<file path="src/rbb_pkg.sv">
// Renko brick builder: shared constants, result record type and a helper function.
// Depends on nothing; used by every module of the block.
`timescale 1ns / 1ps

package rbb_pkg;

   localparam int PRICE_WIDTH_DEF = 32;
   localparam int PRICE_BITS      = 32;
   localparam int TIME_BITS       = 64;
   localparam int FRAC_BITS       = 16;
   localparam int COUNT_BITS      = 16;
   localparam int REQ_TDATA_W     = 96;
   localparam int RSP_TDATA_W     = 200;
   localparam int CSR_ADDR_W      = 3;
   localparam int CSR_DATA_W      = 32;

   localparam logic [31:0] BRICK_SIZE_RST = 32'd100;
   localparam logic [15:0] MAX_BRICKS_RST = 16'd1000;

   // register index, taken from paddr[2]
   localparam logic CSR_IDX_BRICK_SIZE = 1'b0;
   localparam logic CSR_IDX_MAX_BRICKS = 1'b1;

   // recent direction history, bit 0 newest, 1 = up
   localparam logic [2:0]  DIR_UDU     = 3'b101;
   localparam logic [2:0]  DIR_DUD     = 3'b010;
   localparam logic [15:0] PATTERN_MIN = 16'd3;

   typedef struct packed {
      logic        brick_formed;
      logic        brick_up;
      logic [31:0] brick_close;
      logic [63:0] brick_time;
      logic        forming_up;
      logic [15:0] completion;
      logic [15:0] up_run;
      logic [15:0] down_run;
      logic        up_down_up;
      logic        down_up_down;
      logic [15:0] bricks_held;
      logic [31:0] reference_out;
   } rsp_type;

   function automatic logic [15:0] sat_inc(input logic [15:0] v, input logic [15:0] lim);
      logic [16:0] n;
      n = {1'b0, v} + 17'd1;
      return (n > {1'b0, lim}) ? lim : n[15:0];
   endfunction

endpackage

</file>
<file path="src/renko_brick_builder.sv">
// Renko brick builder top level: register block, tick front end and brick back end.
// Depends on rbb_pkg, rbb_csr, rbb_front and rbb_back.
`timescale 1ns / 1ps

// Usage:
//   req_* carries price ticks; a tick with zero price is taken and dropped.
//   rsp_* carries one result request per non-zero tick, in tick order.
//   csr_* sets brick_size (0x0) and max_bricks (0x4); write only while idle.
// Path: a tick that sets the reference or closes a brick goes from the queue
//   straight into the result register; a tick inside the current brick runs the
//   serial fraction unit before its result is loaded into the result register.
// Throughput: one tick per cycle for brick closures while the result register
//   is free; partial bricks wait for the 16-step fraction divider to finish.
// A two-entry queue sits between front and back, so req_tready stays high
//   while the back end is busy until that queue is full.
// Reset clears the reference, the started flag, all counts and history, and
//   restores brick_size 100 and max_bricks 1000.
// When rsp_tready is low the result register holds its request; the back end
//   stops before loading a new result, then the queue fills and req_tready drops.

module renko_brick_builder #(
   parameter int PRICE_WIDTH = rbb_pkg::PRICE_WIDTH_DEF
) (
   input  logic                              clock,
   input  logic                              reset,
   input  logic                              req_tvalid,
   output logic                              req_tready,
   input  logic [rbb_pkg::REQ_TDATA_W-1:0]   req_tdata,   // price[31:0], tick_time[95:32]
   output logic                              rsp_tvalid,
   input  logic                              rsp_tready,
   // brick_up[0], brick_close[32:1], brick_time[96:33], forming_up[97],
   // completion[113:98], up_run[129:114], down_run[145:130], up_down_up[146],
   // down_up_down[147], bricks_held[163:148], reference_out[195:164], zero fill
   output logic [rbb_pkg::RSP_TDATA_W-1:0]   rsp_tdata,
   output logic                              rsp_tuser,   // brick_formed
   input  logic                              csr_psel,
   input  logic                              csr_penable,
   input  logic                              csr_pwrite,
   input  logic [rbb_pkg::CSR_ADDR_W-1:0]    csr_paddr,
   input  logic [rbb_pkg::CSR_DATA_W-1:0]    csr_pwdata,
   output logic [rbb_pkg::CSR_DATA_W-1:0]    csr_prdata,
   output logic                              csr_pready
);

   logic [31:0]            brick_size;
   logic [15:0]            max_bricks;
   logic                   q_valid;
   logic [PRICE_WIDTH-1:0] q_price;
   logic [63:0]            q_time;
   logic                   q_pop;
   rbb_pkg::rsp_type       rsp_data;

   rbb_csr u_csr (
      .clock       (clock),
      .reset       (reset),
      .csr_psel    (csr_psel),
      .csr_penable (csr_penable),
      .csr_pwrite  (csr_pwrite),
      .csr_paddr   (csr_paddr),
      .csr_pwdata  (csr_pwdata),
      .csr_prdata  (csr_prdata),
      .csr_pready  (csr_pready),
      .brick_size  (brick_size),
      .max_bricks  (max_bricks)
   );

   rbb_front #(.PRICE_WIDTH(PRICE_WIDTH)) u_front (
      .clock      (clock),
      .reset      (reset),
      .req_tvalid (req_tvalid),
      .req_tready (req_tready),
      .req_tdata  (req_tdata),
      .q_valid    (q_valid),
      .q_price    (q_price),
      .q_time     (q_time),
      .q_pop      (q_pop)
   );

   rbb_back #(.PRICE_WIDTH(PRICE_WIDTH)) u_back (
      .clock      (clock),
      .reset      (reset),
      .brick_size (brick_size),
      .max_bricks (max_bricks),
      .q_valid    (q_valid),
      .q_price    (q_price),
      .q_time     (q_time),
      .q_pop      (q_pop),
      .rsp_tvalid (rsp_tvalid),
      .rsp_tready (rsp_tready),
      .rsp_data   (rsp_data)
   );

   assign rsp_tuser = rsp_data.brick_formed;
   assign rsp_tdata = {4'd0,
                       rsp_data.reference_out,
                       rsp_data.bricks_held,
                       rsp_data.down_up_down,
                       rsp_data.up_down_up,
                       rsp_data.down_run,
                       rsp_data.up_run,
                       rsp_data.completion,
                       rsp_data.forming_up,
                       rsp_data.brick_time,
                       rsp_data.brick_close,
                       rsp_data.brick_up};

endmodule

</file>
<file path="src/rbb_csr.sv">
// Renko brick builder: APB-style register block (brick_size, max_bricks).
// Depends on rbb_pkg.
`timescale 1ns / 1ps

module rbb_csr (
   input  logic                              clock,
   input  logic                              reset,
   input  logic                              csr_psel,
   input  logic                              csr_penable,
   input  logic                              csr_pwrite,
   input  logic [rbb_pkg::CSR_ADDR_W-1:0]    csr_paddr,
   input  logic [rbb_pkg::CSR_DATA_W-1:0]    csr_pwdata,
   output logic [rbb_pkg::CSR_DATA_W-1:0]    csr_prdata,
   output logic                              csr_pready,
   output logic [31:0]                       brick_size,
   output logic [15:0]                       max_bricks
);

   logic [31:0] brick_size_ff, brick_size_in;
   logic [15:0] max_bricks_ff, max_bricks_in;
   logic        wr_en;

   assign csr_pready = 1'b1;
   assign wr_en      = csr_psel & csr_penable & csr_pwrite & csr_pready;

   always_comb begin
      brick_size_in = brick_size_ff;
      max_bricks_in = max_bricks_ff;
      if (wr_en) begin
         case (csr_paddr[2])
            rbb_pkg::CSR_IDX_BRICK_SIZE: brick_size_in = csr_pwdata;
            rbb_pkg::CSR_IDX_MAX_BRICKS: max_bricks_in = csr_pwdata[15:0];
            default: ;
         endcase
      end
   end

   always_comb begin
      case (csr_paddr[2])
         rbb_pkg::CSR_IDX_BRICK_SIZE: csr_prdata = brick_size_ff;
         rbb_pkg::CSR_IDX_MAX_BRICKS: csr_prdata = {16'd0, max_bricks_ff};
         default:                     csr_prdata = '0;
      endcase
   end

   always_ff @(posedge clock) begin
      if (reset) begin
         brick_size_ff <= rbb_pkg::BRICK_SIZE_RST;
         max_bricks_ff <= rbb_pkg::MAX_BRICKS_RST;
      end else begin
         brick_size_ff <= brick_size_in;
         max_bricks_ff <= max_bricks_in;
      end
   end

   assign brick_size = brick_size_ff;
   assign max_bricks = max_bricks_ff;

endmodule

</file>
<file path="src/rbb_front.sv">
// Renko brick builder front end: accepts ticks, drops zero prices and queues
// the rest in a two-entry queue for the back end. Depends on rbb_pkg.
`timescale 1ns / 1ps

module rbb_front #(
   parameter int PRICE_WIDTH = rbb_pkg::PRICE_WIDTH_DEF
) (
   input  logic                             clock,
   input  logic                             reset,
   input  logic                             req_tvalid,
   output logic                             req_tready,
   input  logic [rbb_pkg::REQ_TDATA_W-1:0]  req_tdata,
   output logic                             q_valid,
   output logic [PRICE_WIDTH-1:0]           q_price,
   output logic [63:0]                      q_time,
   input  logic                             q_pop
);

   logic [1:0]             count_ff, count_in;
   logic                   wr_ff, wr_in;
   logic                   rd_ff, rd_in;
   logic [PRICE_WIDTH-1:0] price_ff [2];
   logic [63:0]            time_ff  [2];
   logic [63:0]            price_wide;
   logic [PRICE_WIDTH-1:0] price_m;
   logic                   push;
   logic                   pop;

   assign price_wide = {32'd0, req_tdata[31:0]};
   assign price_m    = price_wide[PRICE_WIDTH-1:0];
   assign req_tready = (count_ff != 2'd2);
   assign push       = req_tvalid & req_tready & (price_m != '0);
   assign pop        = q_pop & q_valid;

   always_comb begin
      wr_in    = push ? ~wr_ff : wr_ff;
      rd_in    = pop ? ~rd_ff : rd_ff;
      count_in = count_ff + {1'b0, push} - {1'b0, pop};
   end

   always_ff @(posedge clock) begin
      if (reset) begin
         count_ff <= '0;
         wr_ff    <= 1'b0;
         rd_ff    <= 1'b0;
      end else begin
         count_ff <= count_in;
         wr_ff    <= wr_in;
         rd_ff    <= rd_in;
      end
      if (push) begin
         price_ff[wr_ff] <= price_m;
         time_ff[wr_ff]  <= req_tdata[95:32];
      end
   end

   assign q_valid = (count_ff != 2'd0);
   assign q_price = price_ff[rd_ff];
   assign q_time  = time_ff[rd_ff];

endmodule

</file>
<file path="src/rbb_div.sv">
// Renko brick builder: serial Q0.16 fraction unit, offset / size with offset < size,
// one quotient bit per cycle. Depends on rbb_pkg.
`timescale 1ns / 1ps

module rbb_div (
   input  logic                            clock,
   input  logic                            reset,
   input  logic                            start,
   input  logic [31:0]                     offset,
   input  logic [31:0]                     size,
   output logic                            done,
   output logic [rbb_pkg::FRAC_BITS-1:0]   quot
);

   logic [31:0]                   rem_ff, rem_in;
   logic [rbb_pkg::FRAC_BITS-1:0] q_ff, q_in;
   logic [3:0]                    cnt_ff, cnt_in;
   logic                          run_ff, run_in;
   logic                          done_ff, done_in;
   logic [32:0]                   twice;
   logic                          take;

   assign twice = {rem_ff, 1'b0};
   assign take  = (twice >= {1'b0, size});

   always_comb begin
      rem_in  = rem_ff;
      q_in    = q_ff;
      cnt_in  = cnt_ff;
      run_in  = run_ff;
      done_in = 1'b0;
      if (start) begin
         rem_in = offset;
         q_in   = '0;
         cnt_in = '0;
         run_in = 1'b1;
      end else if (run_ff) begin
         rem_in = take ? 32'(twice - {1'b0, size}) : twice[31:0];
         q_in   = {q_ff[rbb_pkg::FRAC_BITS-2:0], take};
         cnt_in = cnt_ff + 4'd1;
         if (cnt_ff == 4'd15) begin
            run_in  = 1'b0;
            done_in = 1'b1;
         end
      end
   end

   always_ff @(posedge clock) begin
      if (reset) begin
         run_ff  <= 1'b0;
         done_ff <= 1'b0;
         cnt_ff  <= '0;
      end else begin
         run_ff  <= run_in;
         done_ff <= done_in;
         cnt_ff  <= cnt_in;
      end
      rem_ff <= rem_in;
      q_ff   <= q_in;
   end

   assign done = done_ff;
   assign quot = q_ff;

endmodule

</file>
<file path="src/rbb_back.sv">
// Renko brick builder back end: brick decision, run and pattern state, fraction
// sequencing and the result register. Depends on rbb_pkg and rbb_div.
`timescale 1ns / 1ps

module rbb_back #(
   parameter int PRICE_WIDTH = rbb_pkg::PRICE_WIDTH_DEF
) (
   input  logic                   clock,
   input  logic                   reset,
   input  logic [31:0]            brick_size,
   input  logic [15:0]            max_bricks,
   input  logic                   q_valid,
   input  logic [PRICE_WIDTH-1:0] q_price,
   input  logic [63:0]            q_time,
   output logic                   q_pop,
   output logic                   rsp_tvalid,
   input  logic                   rsp_tready,
   output rbb_pkg::rsp_type       rsp_data
);

   localparam int AW = ((PRICE_WIDTH > 32) ? PRICE_WIDTH : 32) + 1;

   typedef enum logic [1:0] {S_IDLE, S_DIV, S_HOLD} state_type;

   state_type              state_ff, state_in;
   logic [PRICE_WIDTH-1:0] ref_ff, ref_in;
   logic                   started_ff, started_in;
   logic [2:0]             dirs_ff, dirs_in;
   logic [15:0]            total_ff, total_in;
   logic [15:0]            upc_ff, upc_in;
   logic [15:0]            dnc_ff, dnc_in;
   logic                   fup_ff, fup_in;
   logic                   rsp_valid_ff, rsp_valid_in;
   rbb_pkg::rsp_type       rsp_ff, rsp_in;

   logic [31:0]            bs;
   logic [AW-1:0]          price_x, ref_x, bs_x, diff_up, diff_dn, close;
   logic                   ge, le, is_up, is_dn, out_free;
   logic [2:0]             nx_dirs;
   logic [15:0]            nx_total, nx_upc, nx_dnc;
   logic [PRICE_WIDTH-1:0] nx_ref;
   logic [63:0]            ref_w, nx_ref_w, price_w;
   logic                   div_start, div_done;
   logic [15:0]            div_q;
   logic                   rsp_load;

   assign bs       = (brick_size == 32'd0) ? 32'd1 : brick_size;
   assign price_x  = AW'(q_price);
   assign ref_x    = AW'(ref_ff);
   assign bs_x     = AW'(bs);
   assign ge       = (price_x >= ref_x);
   assign le       = (ref_x >= price_x);
   assign diff_up  = price_x - ref_x;
   assign diff_dn  = ref_x - price_x;
   assign is_up    = ge & (diff_up >= bs_x);
   assign is_dn    = le & (diff_dn >= bs_x);
   assign close    = is_up ? (ref_x + bs_x) : (ref_x - bs_x);
   assign nx_ref   = close[PRICE_WIDTH-1:0];
   assign nx_dirs  = {dirs_ff[1:0], is_up};
   assign nx_total = rbb_pkg::sat_inc(total_ff, max_bricks);
   assign nx_upc   = is_up ? rbb_pkg::sat_inc(upc_ff, max_bricks) : 16'd0;
   assign nx_dnc   = is_up ? 16'd0 : rbb_pkg::sat_inc(dnc_ff, max_bricks);
   assign ref_w    = 64'(ref_ff);
   assign nx_ref_w = 64'(nx_ref);
   assign price_w  = 64'(q_price);
   assign out_free = ~rsp_valid_ff | rsp_tready;

   rbb_div u_div (
      .clock  (clock),
      .reset  (reset),
      .start  (div_start),
      .offset (ge ? diff_up[31:0] : diff_dn[31:0]),
      .size   (bs),
      .done   (div_done),
      .quot   (div_q)
   );

   always_comb begin
      state_in     = state_ff;
      ref_in       = ref_ff;
      started_in   = started_ff;
      dirs_in      = dirs_ff;
      total_in     = total_ff;
      upc_in       = upc_ff;
      dnc_in       = dnc_ff;
      fup_in       = fup_ff;
      rsp_valid_in = rsp_valid_ff & ~rsp_tready;
      rsp_in       = rsp_ff;
      rsp_load     = 1'b0;
      q_pop        = 1'b0;
      div_start    = 1'b0;

      // default record: nothing formed, current statistics
      rsp_in.brick_formed  = 1'b0;
      rsp_in.brick_up      = 1'b0;
      rsp_in.brick_close   = '0;
      rsp_in.brick_time    = '0;
      rsp_in.forming_up    = fup_ff;
      rsp_in.completion    = div_q;
      rsp_in.up_run        = upc_ff;
      rsp_in.down_run      = dnc_ff;
      rsp_in.up_down_up    = (total_ff >= rbb_pkg::PATTERN_MIN) && (dirs_ff == rbb_pkg::DIR_UDU);
      rsp_in.down_up_down  = (total_ff >= rbb_pkg::PATTERN_MIN) && (dirs_ff == rbb_pkg::DIR_DUD);
      rsp_in.bricks_held   = total_ff;
      rsp_in.reference_out = ref_w[31:0];

      case (state_ff)
         S_IDLE: begin
            if (q_valid) begin
               if (!started_ff) begin
                  if (out_free) begin
                     q_pop                = 1'b1;
                     started_in           = 1'b1;
                     ref_in               = q_price;
                     rsp_valid_in         = 1'b1;
                     rsp_load             = 1'b1;
                     rsp_in.forming_up    = 1'b0;
                     rsp_in.completion    = '0;
                     rsp_in.reference_out = price_w[31:0];
                  end
               end else if (is_up || is_dn) begin
                  if (out_free) begin
                     q_pop                = 1'b1;
                     ref_in               = nx_ref;
                     dirs_in              = nx_dirs;
                     total_in             = nx_total;
                     upc_in               = nx_upc;
                     dnc_in               = nx_dnc;
                     rsp_valid_in         = 1'b1;
                     rsp_load             = 1'b1;
                     rsp_in.brick_formed  = 1'b1;
                     rsp_in.brick_up      = is_up;
                     rsp_in.brick_close   = close[31:0];
                     rsp_in.brick_time    = q_time;
                     rsp_in.forming_up    = 1'b0;
                     rsp_in.completion    = '0;
                     rsp_in.up_run        = nx_upc;
                     rsp_in.down_run      = nx_dnc;
                     rsp_in.up_down_up    = (nx_total >= rbb_pkg::PATTERN_MIN) &&
                                            (nx_dirs == rbb_pkg::DIR_UDU);
                     rsp_in.down_up_down  = (nx_total >= rbb_pkg::PATTERN_MIN) &&
                                            (nx_dirs == rbb_pkg::DIR_DUD);
                     rsp_in.bricks_held   = nx_total;
                     rsp_in.reference_out = nx_ref_w[31:0];
                  end
               end else begin
                  q_pop     = 1'b1;
                  div_start = 1'b1;
                  fup_in    = (price_x > ref_x);
                  state_in  = S_DIV;
               end
            end
         end
         S_DIV: begin
            if (div_done) begin
               if (out_free) begin
                  rsp_valid_in = 1'b1;
                  rsp_load     = 1'b1;
                  state_in     = S_IDLE;
               end else begin
                  state_in = S_HOLD;
               end
            end
         end
         S_HOLD: begin
            if (out_free) begin
               rsp_valid_in = 1'b1;
               rsp_load     = 1'b1;
               state_in     = S_IDLE;
            end
         end
         default: state_in = S_IDLE;
      endcase

      // the result register keeps its request until a new one is loaded
      if (!rsp_load) rsp_in = rsp_ff;
   end

   always_ff @(posedge clock) begin
      if (reset) begin
         state_ff     <= S_IDLE;
         ref_ff       <= '0;
         started_ff   <= 1'b0;
         dirs_ff      <= '0;
         total_ff     <= '0;
         upc_ff       <= '0;
         dnc_ff       <= '0;
         rsp_valid_ff <= 1'b0;
      end else begin
         state_ff     <= state_in;
         ref_ff       <= ref_in;
         started_ff   <= started_in;
         dirs_ff      <= dirs_in;
         total_ff     <= total_in;
         upc_ff       <= upc_in;
         dnc_ff       <= dnc_in;
         rsp_valid_ff <= rsp_valid_in;
      end
      fup_ff <= fup_in;
      rsp_ff <= rsp_in;
   end

   assign rsp_tvalid = rsp_valid_ff;
   assign rsp_data   = rsp_ff;

endmodule

</file>
<file path="config.mk">
export PLATFORM = sky130hd
export DESIGN_NAME = renko_brick_builder
export DESIGN_NICKNAME = d
export VERILOG_FILES = /design/src/rbb_pkg.sv /design/src/renko_brick_builder.sv /design/src/rbb_csr.sv /design/src/rbb_front.sv /design/src/rbb_div.sv /design/src/rbb_back.sv
export SDC_FILE = /design/constraint.sdc
export NUM_CORES = 1
export LEC_CHECK = 0
export BUFFER_PORTS_ARGS = -buffer_cell sky130_fd_sc_hd__buf_4
export CAP_MARGIN = 20
export CORE_MARGIN = 5
export CORE_UTILIZATION = 25
export CTS_BUF_LIST = sky130_fd_sc_hd__clkbuf_2
export CTS_CLUSTER_DIAMETER = 80
export DETAILED_ROUTE_END_ITERATION = 8
export SLEW_MARGIN = 20
export SYNTH_ARGS = -nofsm -noshare
export SYNTH_HDL_FRONTEND = slang
export SYNTH_SLANG_ARGS = --single-unit
</file>
<file path="constraint.sdc">
create_clock -name clock -period 22.9 [get_ports clock]
set_clock_uncertainty 0.2 [all_clocks]
set_input_delay 1.145 -clock clock [delete_from_list [all_inputs] [get_ports clock]]
set_output_delay 1.145 -clock clock [all_outputs]
set_load 0.02 [all_outputs]
</file>
---- Word-level counts from Yosys, hierarchy flattened ----
Memory sizes are Yosys's and may differ from the RTL's. A register that Yosys moved wholly into a read port is not among the register bits.
Index checks and enable logic that the tools add are counted.
operators by class
  add/subtract/negate cells ............... 11
  magnitude comparators ................... 11
  eq/ne operators ......................... 15
  multiplexer cells ....................... 62
  bitwise logic cells ..................... 16
  reductions and logical operators ........ 20
operators with widths
  operator                                               count
  two-way mux 197 bit                                    2
  two-way mux 32 bit                                     11
  two-way mux 99 bit                                     2
  >= comparator 33 x 32 -> 1 bit                         3
  two-way mux 16 bit                                     5
  subtractor 32 x 32 -> 33 bit                           2
  >= comparator 32 bit                                   2
  case mux 32 bit (2 select lines)                       1
  subtractor 32 bit                                      2
  adder 16 x 1 -> 17 bit (second input constant)         3
  greater-than comparator 17 x 16 -> 1 bit               3
  two-way mux 50 bit                                     1
  two-way mux 17 bit                                     2
  adder 32 bit                                           1
  >= comparator 16 x 2 -> 1 bit (second input constant)  2
  greater-than comparator 32 bit                         1
  logical NOT 32 bit                                     1
  nonzero test 32 bit                                    1
  two-way mux 1 bit                                      29
  two-way mux 2 bit                                      6
  != test 2 bit (second input constant)                  6
  AND reduction 4 bit                                    3
  AND reduction 5 bit                                    2
  bitwise AND 1 bit                                      8
  20 further kinds                                       36
word-level totals
  bits in registers ....................... 391
  RAM bits ................................ 192
  bits of input ports ..................... 138
  logic and storage cells ................. 168
  memories ................................ 2
memories
  memory            depth  bits a word  rd ports  clocked after Yosys merged registers in  wr ports  RTL line         source
  u_front.time_ff   2      64           1         1                                        1         rbb_front.sv:23  logic [63:0] time_ff [2];
  u_front.price_ff  2      32           1         1                                        1         rbb_front.sv:22  logic [PRICE_WIDTH-1:0] price_ff [2];

---- Logic depth before layout (Yosys ltp) ----
Gate-level depths: netlist (run 1).
  word-level depth ........................ 12
  gate-level depth with buffers ........... 37

---- Modules after synthesis ----
From an unflattened synthesis (run 1), not the netlist that was laid out.
second synthesis, totals
  cells, all modules ...................... 3562
  area, all modules ....................... 35922.0 um^2
by module, submodules not included
  module               instances  cells each  area an instance (um^2)  seq. area each (um^2)
  rbb_back             1          2479        21998.6                  7687.4
  rbb_front            1          334         7220.7                   5865.6
  rbb_div              1          509         4294.1                   1401.3
  rbb_csr              1          235         2374.8                   960.9
  renko_brick_builder  1          5           33.8                     0.0

---- Worst setup path before layout (run 1) ----
Ideal clock, no wire load.
  path type ............................... reg2reg
  start point ............................. register (tool-made name)
  end point ............................... register u_back.rsp_ff (netlist bit u_back.rsp_data[0]), enable pin
  setup time .............................. 1068 ps
  arrival time ............................ 19394 ps
  data required time ...................... 21632 ps
  path slack .............................. 2238 ps
  cell stages (with the launch flop) ...... 26
  period minus slack after synthesis ...... 20662 ps
  cells stage by stage .................... dfxtp_1 > clkbuf_1 > clkbuf_1 > mux2_2 > inv_1 > ha_1 > inv_1 > fa_1 > nand3_1 > a21oi_1 > or3_1 > a21o_1 > a31oi_1 > o21ai_0 > xor2_1 > ha_1 > nand4_1 > nor4_1 > o311ai_0 > nand4_1 > nand3_1 > a31o_1 > buf_2 > o211ai_2 > nand2_1 > a221oi_1
RTL lines
  item                  RTL line         source
  end signal, assigned  rbb_back.sv:200  rsp_ff <= rsp_in;
  end, declared         rbb_back.sv:34   rbb_pkg::rsp_type rsp_ff, rsp_in;

==> flow_summary.json, run 1 <==
{
  "outcome": "complete, no violations",
  "design.core.area_um2": 139000,
  "maxSlewViolCount": 0,
  "synth_most_common_cell": "edfxtp_1",
  "grt_max_degree": 143,
  "clkSinkCount": 584,
  "initial_core_util": 0.251,
  "drt-total-wl_um": 134000,
  "start_kind": "flip-flop",
  "report.final.setup_viol": 0,
  "antenna_found_initial": 8,
  "h-tree-depth": 4,
  "worst_pin_slew_ns": 1.20,
  "ir_worst_vdd_mv": 0.0972,
  "critical-path-max-stage-delay_ns": 0.94,
  "gr-usage-met3": 0.0539,
  "syn_inst": 3482,
  "busiest_layer": "met2",
  "p_int_uw": 3360,
  "layout.nets": 4489,
  "yosysWarnings": 0,
  "die_area_um2": 147000,
  "vias": 30503,
  "clkPwrFrac": 0.116,
  "ioPinCount": 374,
  "cts_tree": "built",
  "synthDistinctLibCells": 93,
  "firstDrtPassIters": 6,
  "holdWs_ns": 0.219,
  "portBuffers": 366,
  "clk_pin_slew_ns": 0.10,
  "drv_cap": 0,
  "yosys-top-cells-count": "422 x edfxtp_1, 278 x a21oi_1, 277 x nand2_1",
  "endpoint_kind": "flip-flop",
  "synthesis.area_um2": 34800,
  "finalCritPeriodShare": 0.523,
  "final_cells": 6118,
  "ys_seq_elements": 584,
  "path_class": "flip-flop to flip-flop",
  "placed_cells": 5580,
  "finalSetupTns_ns": 0,
  "clk_latency_ns": 1.56,
  "grt_usage": 0.176,
  "yosysSeqAreaShare": 0.457,
  "grtUsageMet2": 0.262,
  "cts-root-buf": "clkbuf_2",
  "grt_pass1_wl_um": 193000,
  "clock.fmax_ghz": 0.0835,
  "drc": 0,
  "layout-drive-gt1-share": 0.178,
  "p_switching_uw": 3610,
  "crit_required_ns": 23.84,
  "period_minus_slack_ns": 11.97,
  "use_met1": 0.238,
  "crit_slowest_cell": "dfxtp_4",
  "cts_buffer_depth": 3,
  "slew_headroom": 0.197,
  "dp_hpwl_um": 99900,
  "pwr-share-seq": 0.251,
  "synthArstFlopShare": 0,
  "cpLargestDelayFamily": "compound AO/OA/AOI/OAI gates",
  "setup_ws_ns": 10.93,
  "synth_edf_count": 422,
  "hold_viol": 0,
  "die_w_um": 383,
  "p_total_uw": 6970,
  "detail-route-antenna-nets": 0,
  "yosysTopAreaCell": "edfxtp_1",
  "pre_cts_ws_ns": 11.38,
  "critical_path.max_fanout": 50,
  "syn2layout_area_growth_pct": 24.9,
  "power_density_nw_per_um2": 160,
  "leakagePower_uw": 0.0173,
  "routabilityCongestion": 0.977,
  "ys_top_cells_by_area": "edfxtp_1 36%, dfxtp_1 9.3%, ha_1 8.8%",
  "grt-ovfl-total": 0,
  "p_comb_frac": 0.633,
  "die_height_um": 383,
  "crit_buf_inv": 4,
  "cts.repair.resized": 0,
  "post_cts_buffers": 0,
  "grt_pass1_vias": 29534,
  "fillers": 14395,
  "numCtsBuffers": 161,
  "hold_class": "input port to flip-flop",
  "yosys.area.top_type_share": 0.364,
  "drtIter0Drc": 2960,
  "avgSynthCellArea_um2": 10.0,
  "switching_share": 0.518,
  "critPathArrivalTime_ns": 12.91,
  "wl_per_cell_um": 21.9,
  "fp-row-count": 137,
  "grt_setup_unrepaired": "false",
  "synth_flop_cell": "edfxtp_1",
  "vias_per_cell": 4.99
}
[registers in the layout, indices dropped and copies added, names as in the netlist, 2 cells and up, named ones only]
signal / count
u_back.dirs_ff: 3
u_back.total_ff: 16
u_back.dnc_ff: 16
u_back.upc_ff: 16
u_back.rsp_data: 197
u_back.state_ff: 2
u_front.time_ff: 128
u_back.u_div.cnt_ff: 4
u_front.count_ff: 2
u_front.price_ff: 64
u_csr.brick_size: 32
u_back.u_div.quot: 16
u_back.u_div.rem_ff: 32
u_back.ref_ff: 32
u_csr.max_bricks: 16
[path summary, 6_finish.rpt]
kind                                      from                                 to  slack, ns  depth (start not counted)
max reg2reg                          flip-flop      u_back.rsp_data[31]$_DFFE_PP_      10.93                         28
max                                  flip-flop      u_back.rsp_data[31]$_DFFE_PP_      10.93                         28
min reg2reg  u_back.u_div.quot[7]$_SDFFE_PP0P_  u_back.u_div.quot[8]$_SDFFE_PP0P_       0.28                          2
min                              req_tdata[10]  u_front.price_ff[0][10]$_DFFE_PP_       0.22                          2
[metrics by stage]
stage	cell area, um^2	utilization
final	43500	0.313
after global routing	43500	0.313
after CTS	43500	0.313
after detailed placement	39600	0.285
after global placement	39600	0.285
after floorplan	34900	-
[layout make-up]
| type | instances | area [um^2] | share of cell area |
|---|---|---|---|
| well taps | 1876 | 2350 | 0.0539 |
| clock buffers | 233 | 1170 | 0.0268 |
| diodes | 12 | 30.0 | 0.000690 |
| clock inverters | 58 | 373 | 0.00857 |
| flip-flops and latches | 584 | 15900 | 0.366 |
| multi-input cells | 2535 | 17600 | 0.404 |
| repair buffers | 648 | 5470 | 0.126 |
| inverters | 172 | 646 | 0.0148 |
[worst reg2reg max path, delay by kind of cell, from the launching register on]
family                   cells  cell delay [ns]
multiplexers                 1             0.58
flip-flops                   1             0.94
AO/OA/AOI/OAI               10             3.92
AND/OR/NAND/NOR              8             2.47
XOR/XNOR                     2             0.76
buffers and inverters        4             1.51
adder cells (fa/ha/maj)      3             1.22
[metal layers]
layer	part of all wire	wire length, um
met3	0.099	13200
met2	0.43	57400
met1	0.44	58600
met4	0.037	5030
met5	0.00020	27
[cells by family after synthesis]
logic type                 Yosys count  synth area share
adders and majority gates          249            0.0903
buffers and inverters              366            0.0422
AOI/OAI and AO/OA                  869             0.162
xor gates and xnor gates           190            0.0481
and+or+nand+nor                   1006             0.138
DFF                                584             0.457
other                                2          0.000216
muxes                              216            0.0629
[power groups by stage]
| stage | logic, uW | clock network, uW | registers [uW] |
|---|---|---|---|
| after floorplan | 2530 | 0 | 2050 |
| after global placement | 4260 | 0 | 1760 |
| final | 4410 | 809 | 1750 |
| after detailed placement | 4270 | 0 | 1770 |
| after CTS | 4330 | 843 | 1750 |
| after global routing | 4730 | 902 | 1780 |
[placed cells by master, fill, tap and decap left out, types with 33 or more instances in the layout]
master,count
edfxtp_1,422
buf_4,412
a21oi_1,278
nand2_1,275
nor2_1,267
ha_1,245
dlygate4sd3_1,235
clkbuf_2,233
mux2i_1,192
inv_1,170
dfxtp_1,160
o21ai_0,155
xnor2_1,123
nor3_1,86
nand3_1,83
a21o_1,70
xor2_1,66
nand4_1,65
a211oi_1,49
and3_1,47
nor4_1,33
o211ai_1,33
and2_1,33
clkinv_1,33
[repair_timing]
action | 4_1_cts | 5_1_grt
hold buffers | 235 | 0
endpoints found under the setup margin | 0 | 0
hold endpoints to repair | 276 | 0
Power figures use the tool's default switching activity.
==> inputs of run 2 (changes only) <==
Settings changed: ABC_AREA from default to 1.
Clock period 22.9 ns to 11.4 ns, I/O delays scaled along.
==> run 2 against run 1 <==
Die area up 0.89%. Critical endpoint is now u_back.rsp_data[24]$_DFFE_PP_. Utilization grew 1.0 points. First-iteration DRC count down 8.2%. Non-clock buffer count up 139. Final cell count increased by 15%. Via count rose by 9.1%. Synthesized area grew 0.91%. Register-to-register slack worse by 8.6 ns. Worst hold slack improved by 0.034 ns. Critical path depth rose by 11. Fmax grew 32%. Sequential share of layout area decreased by 1.3 points.
==> flow_summary.json, run 2 <==
{
  "outcome": "complete, no violations",
  "yosysSeqAreaShare": 0.453,
  "largest_reg_flops": 197,
  "h-tree-depth": 4,
  "die_height_um": 385,
  "clk_latency_ns": 1.50,
  "wl_per_cell_um": 19.7,
  "detail-route-antenna-nets": 0,
  "grt_max_degree": 94,
  "hold_class": "flip-flop to flip-flop",
  "critical-path-max-stage-delay_ns": 0.65,
  "drt-total-wl_um": 139000,
  "vias_per_cell": 4.72,
  "ys_seq_elements": 584,
  "die_w_um": 385,
  "yosys-top-cells-count": "995 x nand2_1, 446 x inv_1, 441 x nor2_1",
  "r2r_end": "u_back.rsp_data[24]$_DFFE_PP_",
  "clock.fmax_ghz": 0.110,
  "final_common_cell": "nand2_1",
  "holdWs_ns": 0.253,
  "syn_inst": 4244,
  "final_cell_mix": "992 x nand2_1, 444 x inv_1, 438 x nor2_1",
  "initial_core_util": 0.252,
  "ctsHoldBuffers": 392,
  "clk_pin_slew_ns": 0.10,
  "post_cts_buffers": 0,
  "start_kind": "flip-flop",
  "grt-ovfl-total": 0,
  "multi_input_area_um2": 16700,
  "synth_edf_count": 422,
  "critPathArrivalTime_ns": 10.08,
  "crit_end": "u_back.rsp_data[24]$_DFFE_PP_",
  "cts-root-buf": "clkbuf_2",
  "dp_hpwl_um": 101000,
  "critical_path.max_fanout": 35,
  "cts_buffer_depth": 3,
  "yosysWarnings": 0,
  "firstDrtPassIters": 6,
  "numCtsBuffers": 162,
  "fp-row-count": 137,
  "rr_worst_depth": 39,
  "finalCritPeriodShare": 0.797,
  "yosys.area.top_type_share": 0.360,
  "crit_slowest_cell": "o21ai_0",
  "syn2layout_area_growth_pct": 28.5,
  "placed_cells": 6352,
  "min_from": "u_back.dirs_ff[1]$_SDFFE_PP0P_",
  "grt_pass1_vias": 32045,
  "synthesis.area_um2": 35200,
  "cts_tree": "built",
  "portBuffers": 366,
  "grt_setup_unrepaired": "false",
  "grt_pass1_wl_um": 200000,
  "ys_top_cells_by_area": "edfxtp_1 36%, nand2_1 11%, dfxtp_1 9.2%",
  "vias": 33271,
  "cpMostUsedCell": "nand2_1",
  "layout-drive-gt1-share": 0.144,
  "yosysTopAreaCell": "edfxtp_1",
  "synthArstFlopShare": 0,
  "worst_pin_slew_ns": 1.03,
  "cts.repair.resized": 0,
  "grt_usage": 0.180,
  "finalSetupTns_ns": 0,
  "crit_required_ns": 12.39,
  "routabilityCongestion": 1.00,
  "fillers": 14610,
  "path_class": "flip-flop to flip-flop",
  "final_core_util": 0.323,
  "final_cells": 7044,
  "ioPinCount": 374,
  "reg2reg_slack_ns": 2.31,
  "seq_area_um2": 15900,
  "endpoint_kind": "flip-flop",
  "die_area_um2": 148000,
  "drv_cap": 0,
  "clkSinkCount": 584,
  "synth_flop_cell": "edfxtp_1",
  "slew_headroom": 0.308,
  "antenna_found_initial": 6,
  "drtIter0Drc": 2717,
  "period_minus_slack_ns": 9.09,
  "report.final.setup_viol": 0,
  "layout.nets": 5419,
  "avgSynthCellArea_um2": 8.29,
  "synth_most_common_cell": "nand2_1",
  "hold_viol": 0,
  "synthDistinctLibCells": 57,
  "drc": 0,
  "maxSlewViolCount": 0,
  "design.core.area_um2": 140000
}
==> run 2: final cells by class <==
class                   count  area share
multi-input cells        3039       0.370
flip-flops and latches    584       0.352
repair buffers            787       0.153
well taps                1876      0.0520
inverters                 458      0.0382
clock buffers             237      0.0263
clock inverters            55     0.00759
diodes                      8    0.000443
==> run 2: stage by stage <==
stage / worst slack (ns) / area [um^2]
after floorplan: 2.53 / 35200
after global placement: 2.57 / 39700
after detailed placement: 2.47 / 39700
after CTS: 2.43 / 45200
after global routing: 1.61 / 45200
final: 2.31 / 45200
==> run 2: worst min-delay path by stage <==
stage | endpoint | slack, ns | cells past startpoint
2_1_floorplan | u_back.state_ff[1]$_SDFFE_PP0P_ | 0.24 | 2
3_3_place_gp | u_back.dirs_ff[2]$_SDFFE_PP0P_ | 0.25 | 2
3_5_place_dp | u_back.dirs_ff[2]$_SDFFE_PP0P_ | 0.25 | 2
4_1_cts | u_csr.brick_size[29]$_SDFFE_PP0P_ | 0.02 | 5
5_1_grt | u_csr.brick_size[29]$_SDFFE_PP0P_ | 0.17 | 5
6_report | u_back.dirs_ff[2]$_SDFFE_PP0P_ | 0.25 | 2
==> run 2: logic make-up after synthesis <==
logic type                 count (synthesis)  synth area share
buffers and inverters                    624            0.0736
other                                      2          0.000214
AOI/OAI and AO/OA                        888             0.141
adders and majority gates                249            0.0895
xor gates and xnor gates                 167            0.0416
and+or+nand+nor                         1730             0.202
DFF                                      584             0.453
==> run 2: worst max-delay path: cells and delay by family (launching register included) <==
kind                       cells  cell delay, ns
and+or+nand+nor               18            2.48
adders and majority gates      3            0.98
xor gates and xnor gates       2            0.83
buffers and inverters          5            1.00
AOI/OAI and AO/OA             11            2.90
DFF                            1            0.37
==> run 2: routing by layer <==
metal | track usage | part of all wire
met1 | 0.241 | 0.44
met5 | 0 | 0
met4 | 0.0606 | 0.027
met2 | 0.274 | 0.44
met3 | 0.0577 | 0.10
Power of run 2 is left out: the tool's default activity adds up to more than one toggle a clock period on the data nets, which glitch-free logic cannot reach.
